$ cat src/efe_pkg.sv
`default_nettype none

package efe_pkg;

   localparam int unsigned CSR_INDEX_WIDTH = 3;

   localparam logic [CSR_INDEX_WIDTH-1:0] CSR_START_MARKER      = 3'd0;
   localparam logic [CSR_INDEX_WIDTH-1:0] CSR_END_MARKER        = 3'd1;
   localparam logic [CSR_INDEX_WIDTH-1:0] CSR_ESCAPE_MARKER     = 3'd2;
   localparam logic [CSR_INDEX_WIDTH-1:0] CSR_ESCAPE_RANGE_LOW  = 3'd3;
   localparam logic [CSR_INDEX_WIDTH-1:0] CSR_ESCAPE_RANGE_HIGH = 3'd4;

   localparam logic [7:0] START_MARKER_RESET      = 8'd250;
   localparam logic [7:0] END_MARKER_RESET        = 8'd251;
   localparam logic [7:0] ESCAPE_MARKER_RESET     = 8'd252;
   localparam logic [7:0] ESCAPE_RANGE_LOW_RESET  = 8'd248;
   localparam logic [7:0] ESCAPE_RANGE_HIGH_RESET = 8'd255;

   localparam logic [7:0] ESCAPE_OFFSET = 8'h08;
   localparam logic       HIGH_BIT      = 1'b1;

   localparam int unsigned SUM_WIDTH = 14;

   typedef struct packed {
      logic [7:0] start_marker;
      logic [7:0] end_marker;
      logic [7:0] escape_marker;
      logic [7:0] escape_range_low;
      logic [7:0] escape_range_high;
   } cfg_type;

   typedef struct packed {
      logic [7:0]  payload_byte;
      logic        frame_start;
      logic        frame_end;
      logic [13:0] frame_length;
   } item_type;

   typedef enum logic [3:0] {
      PH_START0,
      PH_START1,
      PH_LENGTH0,
      PH_LENGTH1,
      PH_PAYLOAD0,
      PH_PAYLOAD1,
      PH_CHECK0,
      PH_CHECK1,
      PH_END0,
      PH_END1
   } phase_type;

   typedef struct packed {
      logic [7:0]           out_byte;
      logic                 frame_done;
      logic                 item_done;
      phase_type            next_phase;
      logic [SUM_WIDTH-1:0] sum_next;
   } step_type;

endpackage

`default_nettype wire

$ cat src/efe_byte_gen.sv
`default_nettype none

module efe_byte_gen
   import efe_pkg::*;
(
   input  wire cfg_type              cfg,
   input  wire item_type             item,
   input  wire phase_type            phase,
   input  wire logic [SUM_WIDTH-1:0] sum,
   output step_type                  step
);

   logic                 escape_hit;
   logic [SUM_WIDTH-1:0] neg_sum;

   assign escape_hit = (item.payload_byte >= cfg.escape_range_low) &&
                       (item.payload_byte <= cfg.escape_range_high);
   assign neg_sum    = '0 - sum;

   always_comb begin
      step.out_byte   = '0;
      step.frame_done = 1'b0;
      step.item_done  = 1'b0;
      step.next_phase = PH_START0;
      step.sum_next   = sum;
      unique case (phase)
         PH_START0: begin
            step.out_byte   = cfg.start_marker;
            step.sum_next   = '0;
            step.next_phase = PH_START1;
         end
         PH_START1: begin
            step.out_byte   = cfg.start_marker;
            step.next_phase = PH_LENGTH0;
         end
         PH_LENGTH0: begin
            step.out_byte   = {HIGH_BIT, item.frame_length[6:0]};
            step.sum_next   = sum + SUM_WIDTH'(step.out_byte);
            step.next_phase = PH_LENGTH1;
         end
         PH_LENGTH1: begin
            step.out_byte   = {HIGH_BIT, item.frame_length[13:7]};
            step.sum_next   = sum + SUM_WIDTH'(step.out_byte);
            step.next_phase = (item.frame_length == '0) ? PH_CHECK0 : PH_PAYLOAD0;
         end
         PH_PAYLOAD0: begin
            step.out_byte = escape_hit ? cfg.escape_marker : item.payload_byte;
            step.sum_next = sum + SUM_WIDTH'(step.out_byte);
            if (escape_hit) begin
               step.next_phase = PH_PAYLOAD1;
            end else if (item.frame_end) begin
               step.next_phase = PH_CHECK0;
            end else begin
               step.item_done = 1'b1;
            end
         end
         PH_PAYLOAD1: begin
            step.out_byte = item.payload_byte + ESCAPE_OFFSET;
            step.sum_next = sum + SUM_WIDTH'(step.out_byte);
            if (item.frame_end) begin
               step.next_phase = PH_CHECK0;
            end else begin
               step.item_done = 1'b1;
            end
         end
         PH_CHECK0: begin
            step.out_byte   = {HIGH_BIT, neg_sum[6:0]};
            step.next_phase = PH_CHECK1;
         end
         PH_CHECK1: begin
            step.out_byte   = {HIGH_BIT, neg_sum[13:7]};
            step.next_phase = PH_END0;
         end
         PH_END0: begin
            step.out_byte   = cfg.end_marker;
            step.next_phase = PH_END1;
         end
         PH_END1: begin
            step.out_byte   = cfg.end_marker;
            step.frame_done = 1'b1;
            step.item_done  = 1'b1;
            step.sum_next   = '0;
         end
         default: begin
            step.item_done = 1'b1;
         end
      endcase
   end

endmodule

`default_nettype wire

$ cat src/escaped_frame_encoder.sv
`default_nettype none

// Escaped frame encoder. Each accepted item is held in an input register and
// turned into encoded bytes, one byte per clock into the rsp_ output register
// unless rsp_stall holds it: a plain payload byte yields one byte, an escaped
// one two, the first item of a frame adds four header bytes and the last adds
// four trailer bytes, and an empty frame (frame_start with frame_length zero)
// yields exactly eight. An item therefore yields 1 to 10 bytes, all of which
// pass through the single output byte register. The next item is taken in the
// same cycle that the last byte of the current one enters the output register.
// The marker and escape range registers are written through the csr_ port.

module escaped_frame_encoder
   import efe_pkg::*;
(
   input  wire logic                       clock,
   input  wire logic                       reset,

   input  wire logic                       csr_write_enable,
   input  wire logic [CSR_INDEX_WIDTH-1:0] csr_index,
   input  wire logic [7:0]                 csr_data,

   input  wire logic                       req_valid,
   output logic                            req_stall,
   input  wire logic [7:0]                 req_payload_byte,
   input  wire logic                       req_frame_start,
   input  wire logic                       req_frame_end,
   input  wire logic [13:0]                req_frame_length,

   output logic                            rsp_valid,
   input  wire logic                       rsp_stall,
   output logic [7:0]                      rsp_out_byte,
   output logic                            rsp_frame_done
);

   cfg_type              cfg_ff;
   item_type             item_ff;
   logic                 item_valid_ff;
   phase_type            phase_ff;
   logic [SUM_WIDTH-1:0] sum_ff;
   logic                 rsp_valid_ff;
   logic [7:0]           rsp_byte_ff;
   logic                 rsp_done_ff;

   step_type             step;
   logic                 out_free;
   logic                 emit;
   logic                 req_take;

   efe_byte_gen u_byte_gen (
      .cfg   (cfg_ff),
      .item  (item_ff),
      .phase (phase_ff),
      .sum   (sum_ff),
      .step  (step)
   );

   assign out_free  = !rsp_valid_ff || !rsp_stall;
   assign emit      = item_valid_ff && out_free;
   assign req_stall = item_valid_ff && !(emit && step.item_done);
   assign req_take  = req_valid && !req_stall;

   assign rsp_valid      = rsp_valid_ff;
   assign rsp_out_byte   = rsp_byte_ff;
   assign rsp_frame_done = rsp_done_ff;

   always_ff @(posedge clock) begin
      if (reset) begin
         cfg_ff.start_marker      <= START_MARKER_RESET;
         cfg_ff.end_marker        <= END_MARKER_RESET;
         cfg_ff.escape_marker     <= ESCAPE_MARKER_RESET;
         cfg_ff.escape_range_low  <= ESCAPE_RANGE_LOW_RESET;
         cfg_ff.escape_range_high <= ESCAPE_RANGE_HIGH_RESET;
      end else if (csr_write_enable) begin
         unique case (csr_index)
            CSR_START_MARKER:      cfg_ff.start_marker      <= csr_data;
            CSR_END_MARKER:        cfg_ff.end_marker        <= csr_data;
            CSR_ESCAPE_MARKER:     cfg_ff.escape_marker     <= csr_data;
            CSR_ESCAPE_RANGE_LOW:  cfg_ff.escape_range_low  <= csr_data;
            CSR_ESCAPE_RANGE_HIGH: cfg_ff.escape_range_high <= csr_data;
            default: begin
            end
         endcase
      end
   end

   always_ff @(posedge clock) begin
      if (reset) begin
         item_valid_ff <= 1'b0;
         phase_ff      <= PH_START0;
         sum_ff        <= '0;
         rsp_valid_ff  <= 1'b0;
      end else begin
         if (req_take) begin
            item_valid_ff <= 1'b1;
            phase_ff      <= req_frame_start ? PH_START0 : PH_PAYLOAD0;
         end else if (emit) begin
            item_valid_ff <= !step.item_done;
            phase_ff      <= step.next_phase;
         end
         if (emit) begin
            sum_ff <= step.sum_next;
         end
         if (out_free) begin
            rsp_valid_ff <= emit;
         end
      end
   end

   always_ff @(posedge clock) begin
      if (req_take) begin
         item_ff.payload_byte <= req_payload_byte;
         item_ff.frame_start  <= req_frame_start;
         item_ff.frame_end    <= req_frame_end;
         item_ff.frame_length <= req_frame_length;
      end
      if (emit) begin
         rsp_byte_ff <= step.out_byte;
         rsp_done_ff <= step.frame_done;
      end
   end

endmodule

`default_nettype wire

$ cat config.mk
export PLATFORM = sky130hd
export DESIGN_NAME = escaped_frame_encoder
export DESIGN_NICKNAME = d
export VERILOG_FILES = /design/src/efe_pkg.sv /design/src/efe_byte_gen.sv /design/src/escaped_frame_encoder.sv
export SDC_FILE = /design/constraint.sdc
export NUM_CORES = 1
export LEC_CHECK = 0
export ABC_AREA = 1
export BUFFER_PORTS_ARGS = -buffer_cell sky130_fd_sc_hd__buf_2
export CAP_MARGIN = 20
export CORE_UTILIZATION = 40
export CTS_CLUSTER_DIAMETER = 40
export DETAILED_ROUTE_END_ITERATION = 8
export PLACE_DENSITY_LB_ADDON = 0.05
export SLEW_MARGIN = 40
export SYNTH_ARGS = -nofsm -noshare
export SYNTH_HDL_FRONTEND = slang
export SYNTH_HIERARCHICAL = 1
export SYNTH_SLANG_ARGS = --single-unit
export TNS_END_PERCENT = 10
$ cat constraint.sdc
create_clock -name clock -period 5.4 [get_ports clock]
set_input_delay 0.54 -clock clock [delete_from_list [all_inputs] [get_ports clock]]
set_output_delay 0.54 -clock clock [all_outputs]
set_load 0.05 [all_outputs]
==> results of run 1 <==
[final cells by class]
class	instances	share of cell area, %
Tap cell	176	3.56
Multi-Input combinational cell	544	46.3
Sequential cell	92	34.9
Clock inverter	6	0.606
Inverter	109	6.63
Timing Repair Buffer	51	4.16
Clock buffer	10	3.86
[worst min path at each step]
stage	startpoint	endpoint	slack (ns)	cells after the start
finish	req_payload_byte[7]	item_ff[23]	0.36	1
global route	req_frame_length[6]	item_ff[6]	0.35	1
CTS	req_payload_byte[1]	item_ff[17]	0.35	1
detailed placement	cfg_ff[2]	cfg_ff[2]	0.46	2
global placement	cfg_ff[14]	cfg_ff[14]	0.46	2
floorplan	cfg_ff[1]	cfg_ff[1]	0.44	2
[state kept, by name (all words and copies together), names as in the netlist]
register / cells
sum_ff: 14
rsp_out_byte: 8
item_ff: 23
rsp_frame_done: 1
phase_ff: 4
item_valid_ff: 1
cfg_ff: 40
rsp_valid: 1
[where the power goes]
part	leakage (nW)	switching, mW	internal, mW
registers	0.793	0.0346	0.760
logic	2.11	0.250	0.121
clock network	0.139	0.280	0.324
[per-layer routing]
layer	global-route usage, %	vias up	routed length [um]
met1	32.5	2385	7670
met3	4.12	17	812
met2	35.6	125	6820
met4	8.98	0	292
met5	0	-	0
li1	-	2603	-
[through the flow]
step / area, sq um / power, mW / cells / hold WS, ns
after floorplan: 5520 / 1.08 / 758 / 0.442
after global placement: 5910 / 1.17 / 972 / 0.458
after detailed placement: 5920 / 1.18 / 972 / 0.460
after CTS: 6190 / 1.78 / 988 / 0.348
after global routing: 6190 / 1.87 / 988 / 0.350
final: 6190 / 1.77 / 988 / 0.357
[worst reg2reg max path, stage by stage (launching register included)]
cell	delay [ns]
edfxtp_1	0.48
ha_1	0.34
a21oi_1	0.17
nor2_1	0.07
nor2_1	0.14
nand3_2	0.21
nand2_2	0.23
nand2_1	0.07
nand3_1	0.09
nand3_1	0.08
nand2_1	0.06
inv_1	0.04
ha_1	0.24
fa_1	0.40
nand2_1	0.08
inv_1	0.05
nand2_1	0.05
nand2_1	0.09
nand2_1	0.10
nand2_1	0.06
a21oi_1	0.15
xor2_1	0.19
o22ai_2	0.07
o21ai_0	0.17
nor2_1	0.06
==> out/metrics.cfg, run 1 <==
[clock_network]
cts_sinks = 92
cts_buffer_depth = 2
root_buffer = clkbuf_16
cts_setup_buffers = 0
clkLatencyLatePin_ns = 0.35
ctsResizeCount = 0
htree_num_levels = 3
path_clk_slew_ns = 0.07
cts_hold_buffers = 0
numCtsBuffers = 9
cts_tree = done

[critical_path]
path_depth = 24
slowest_stage = edfxtp_1
cp.required_ns = 5.65
path_cells = ha_1 -> a21oi_1 -> nor2_1 -> nor2_1 -> nand3_2 -> nand2_2 -> nand2_1 -> nand3_1 -> nand3_1 -> nand2_1 -> inv_1 -> ha_1 -> fa_1 -> nand2_1 -> inv_1 -> nand2_1 -> nand2_1 -> nand2_1 -> nand2_1 -> a21oi_1 -> xor2_1 -> o22ai_2 -> o21ai_0 -> nor2_1
cpPeakStageDelay_ns = 0.48
r2r_setup_slack_ns = 1.60
r2r-start = item_ff[21]
critPathTopFamily = simple AND/OR/NAND/NOR gates
crit_start = item_ff[21]
r2r_end = sum_ff[6]
crit_top_cell = nand2_1
arrival_ns = 4.05
cp_num_buf_inv = 2
cp-start-kind = flip-flop
crit_path_end_kind = flip-flop
worstSetupPathType = flip-flop to flip-flop
worstSetupEndpoint = sum_ff[6]
path_max_fanout = 9
rr_worst_depth = 24

[synth]
syn_nets = 826
syn_area_sq_um = 5520
synth.yosys.warnings = 6
synthCells = 758
avgSynthCellArea_sq_um = 7.28

[run]
maxCapViolCount = 0

[sta]
finalHoldViolCount = 0
skew_ns = 0.00501
setup_ws_ns = 1.60
period_needed_ns = 3.80
period_share_pct = 70.4
finalSetupViolations = 0
fmax_mhz = 263
setup_tns_ns = 0
final-max-slew-violation-count = 0
rsz0062_at_grt = false
worst-slew-pin-transition_ns = 0.730
slew_headroom_pct = 51.1

[floorplanning]
pin_count = 51
die_x_um = 119
rows = 42
initial_utilization_pct = 41.3
coreArea_sq_um = 13300
die_h_um = 119
dieArea_sq_um = 14300

[place]
port_buffers = 50
post-place-ws_ns = 1.67
gp_congestion = 0.963
hpwl_mm = 12.0

[grt]
grt_start_max_net_pins = 57
grt_pass1_wl_mm = 25.4
grt_overflow_total = 0
grt_pass1_vias = 4873
grt_use_total_pct = 23.3
antenna_found_initial = 0

[drt]
ant_nets = 0
drt_iter0_drc = 421
wl_per_cell_um = 15.8
vias = 5130
wirelength_mm = 15.6
vias_per_cell = 5.19
drcViolationCount = 0
first_pass_iters = 5

[finish]
final_common_cell = nand2_1
multi_input_comb_area_sq_um = 2870
num_antenna_cells = 0
regArea_sq_um = 2160
mostFrequentLayoutCells = 189 x nand2_1, 93 x inv_1, 88 x nor2_1, 82 x nand3_1, 60 x dfxtp_1
drive_gt1_share_pct = 14.5
post-route-util_pct = 46.4
nFillCells = 1386
nets = 875
syn_to_final_growth_pct = 12.3

[worst_hold_path]
hold_class = input pin to flip-flop

[status]
status = completed

[power_and_ir_drop]
power.density_nw_per_um2 = 286
power_leakage_nw = 3.04
peakVddDrop_mv = 0.166

(Power assumes the default switching activity.)
==> run 2, diff against run 1 <==
==> constraint.sdc (replaced) <==
create_clock -name clock -period 3.35 [get_ports clock]
set_input_delay 0.335 -clock clock [delete_from_list [all_inputs] [get_ports clock]]
set_output_delay 0.335 -clock clock [all_outputs]
set_load 0.05 [all_outputs]
==> run 2 against run 1 <==
- clock power is 67% higher
- critical endpoint is now sum_ff[13]
- die area is the same
- register-to-register slack got worse by 1.6 ns
- final area increased by 10%
- via count is 3.8% higher
- sequential share of layout area down 3.2 points
==> out/metrics.cfg, run 2 (synthesis gave the netlist of run 1 again) <==
[status]
status = completed

[critical_path]
r2r-start = item_ff[21]
critPathTopFamily = simple AND/OR/NAND/NOR gates
cpPeakStageDelay_ns = 0.49
arrival_ns = 3.55
path_max_fanout = 7
path_depth = 19
worstSetupPathType = flip-flop to flip-flop
path_cells = ha_4 -> nand2_4 -> nor2_4 -> nand4_1 -> nand3_4 -> buf_6 -> a21oi_2 -> nand2_1 -> nand4_1 -> ha_4 -> nand2_1 -> inv_1 -> a22oi_2 -> nand3_2 -> buf_4 -> a21oi_1 -> o21ai_1 -> o21ai_0 -> nor2_1
r2r_setup_slack_ns = 0.05
cp_num_buf_inv = 3
cp-start-kind = flip-flop
r2r_end = sum_ff[13]
crit_start = item_ff[21]
cp.required_ns = 3.60
crit_path_end_kind = flip-flop
worstSetupEndpoint = sum_ff[13]
slowest_stage = edfxtp_1
rr_worst_depth = 19

[finish]
largestRegisters = cfg_ff (40), item_ff (23), sum_ff (14)
mostFrequentLayoutCells = 173 x nand2_1, 87 x inv_1, 80 x nor2_1, 74 x nand3_1, 60 x dfxtp_1
regArea_sq_um = 2160
num_antenna_cells = 0
final_common_cell = nand2_1
largest_register_ff_count = 40
regMostFlops = cfg_ff
multi_input_comb_area_sq_um = 3190
nFillCells = 1354
postLayoutCellArea_sq_um = 6810
syn_to_final_growth_pct = 23.5
post-route-util_pct = 51.0
nets = 910
drive_gt1_share_pct = 24.7

[sta]
period_needed_ns = 3.30
finalHoldViolCount = 0
setup_ws_ns = 0.0462
slew_headroom_pct = 51.2
rsz0062_at_grt = true
setup_tns_ns = 0
period_share_pct = 98.6
fmax_mhz = 303
skew_ns = 0.00665
finalSetupViolations = 0
final-max-slew-violation-count = 0
worst-slew-pin-transition_ns = 0.729

[clock_network]
path_clk_slew_ns = 0.07
cts_sinks = 92
cts_buffer_depth = 2
htree_num_levels = 3
numCtsBuffers = 9
cts_hold_buffers = 0
root_buffer = clkbuf_16
cts_tree = done
clkLatencyLatePin_ns = 0.35

[grt]
grt_pass1_wl_mm = 25.6
antenna_found_initial = 0
grt_overflow_total = 0
grt_use_total_pct = 23.4
grt_pass1_vias = 4930
grt_start_max_net_pins = 30

[power_and_ir_drop]
power.density_nw_per_um2 = 444
peakVddDrop_mv = 0.314
total_power_mw = 3.03
power_leakage_nw = 3.23

[floorplanning]
coreArea_sq_um = 13300
rows = 42
die_h_um = 119
pin_count = 51
dieArea_sq_um = 14300
die_x_um = 119
initial_utilization_pct = 41.3

[place]
gp_congestion = 0.984
dpl-instance-area_sq_um = 6100
hpwl_mm = 12.5
post-place-ws_ns = -0.0634
port_buffers = 50

[drt]
vias_per_cell = 5.21
wl_per_cell_um = 16.0
ant_nets = 0
first_pass_iters = 5
drcViolationCount = 0
wirelength_mm = 16.4
vias = 5326
drt_iter0_drc = 410

[worst_hold_path]
hold_class = input pin to flip-flop

[run]
maxCapViolCount = 0

## run 2: through the flow
| stage | instances | hold WS [ns] |
|---|---|---|
| 4_1_cts | 1013 | 0.146 |
| 3_5_place_dp | 996 | 0.462 |
| 6_report | 1023 | 0.156 |
| 2_1_floorplan | 758 | 0.404 |
| 3_3_place_gp | 996 | 0.456 |
| 5_1_grt | 1023 | 0.142 |
## run 2: power breakdown
group	total, mW	switching, mW	internal [mW]	leakage, nW
Sequential	1.29	0.0596	1.23	0.793
Clock	1.01	0.441	0.570	0.147
Combinational	0.730	0.453	0.277	2.29
Total	3.03	0.954	2.07	3.23
## run 2: repair_timing
action | CTS | global route
resized for setup | 5 | 74
buffers inserted | 1 | 10
pin swaps | 7 | 45
endpoints found under the setup margin | 7 | 12
## run 2: metal layers
metal / vias to the layer above / GRT usage, % / wire [um]
li1: 2671 / - / -
met1: 2500 / 32.4 / 7720
met2: 136 / 36.3 / 7460
met3: 19 / 5.03 / 897
met4: 0 / 6.95 / 282
met5: - / 0 / 0
## run 2: area by class of cell
cell class | instances | area share (%)
Tap cell | 176 | 3.23
Clock buffer | 13 | 3.99
Clock inverter | 3 | 0.276
Timing Repair Buffer | 86 | 7.94
Sequential cell | 92 | 31.7
Inverter | 109 | 6.01
Multi-Input combinational cell | 544 | 46.8
## run 2: how the worst min path moves through the flow
| stage | startpoint | to | cells after the start |
|---|---|---|---|
| finish | req_payload_byte[6] | item_ff[22] | 1 |
| global placement | cfg_ff[5] | cfg_ff[5] | 2 |
| detailed placement | cfg_ff[4] | cfg_ff[4] | 2 |
| CTS | req_payload_byte[6] | item_ff[22] | 1 |
| global route | req_frame_end | item_ff[14] | 1 |
| floorplan | reset | item_valid_ff | 1 |
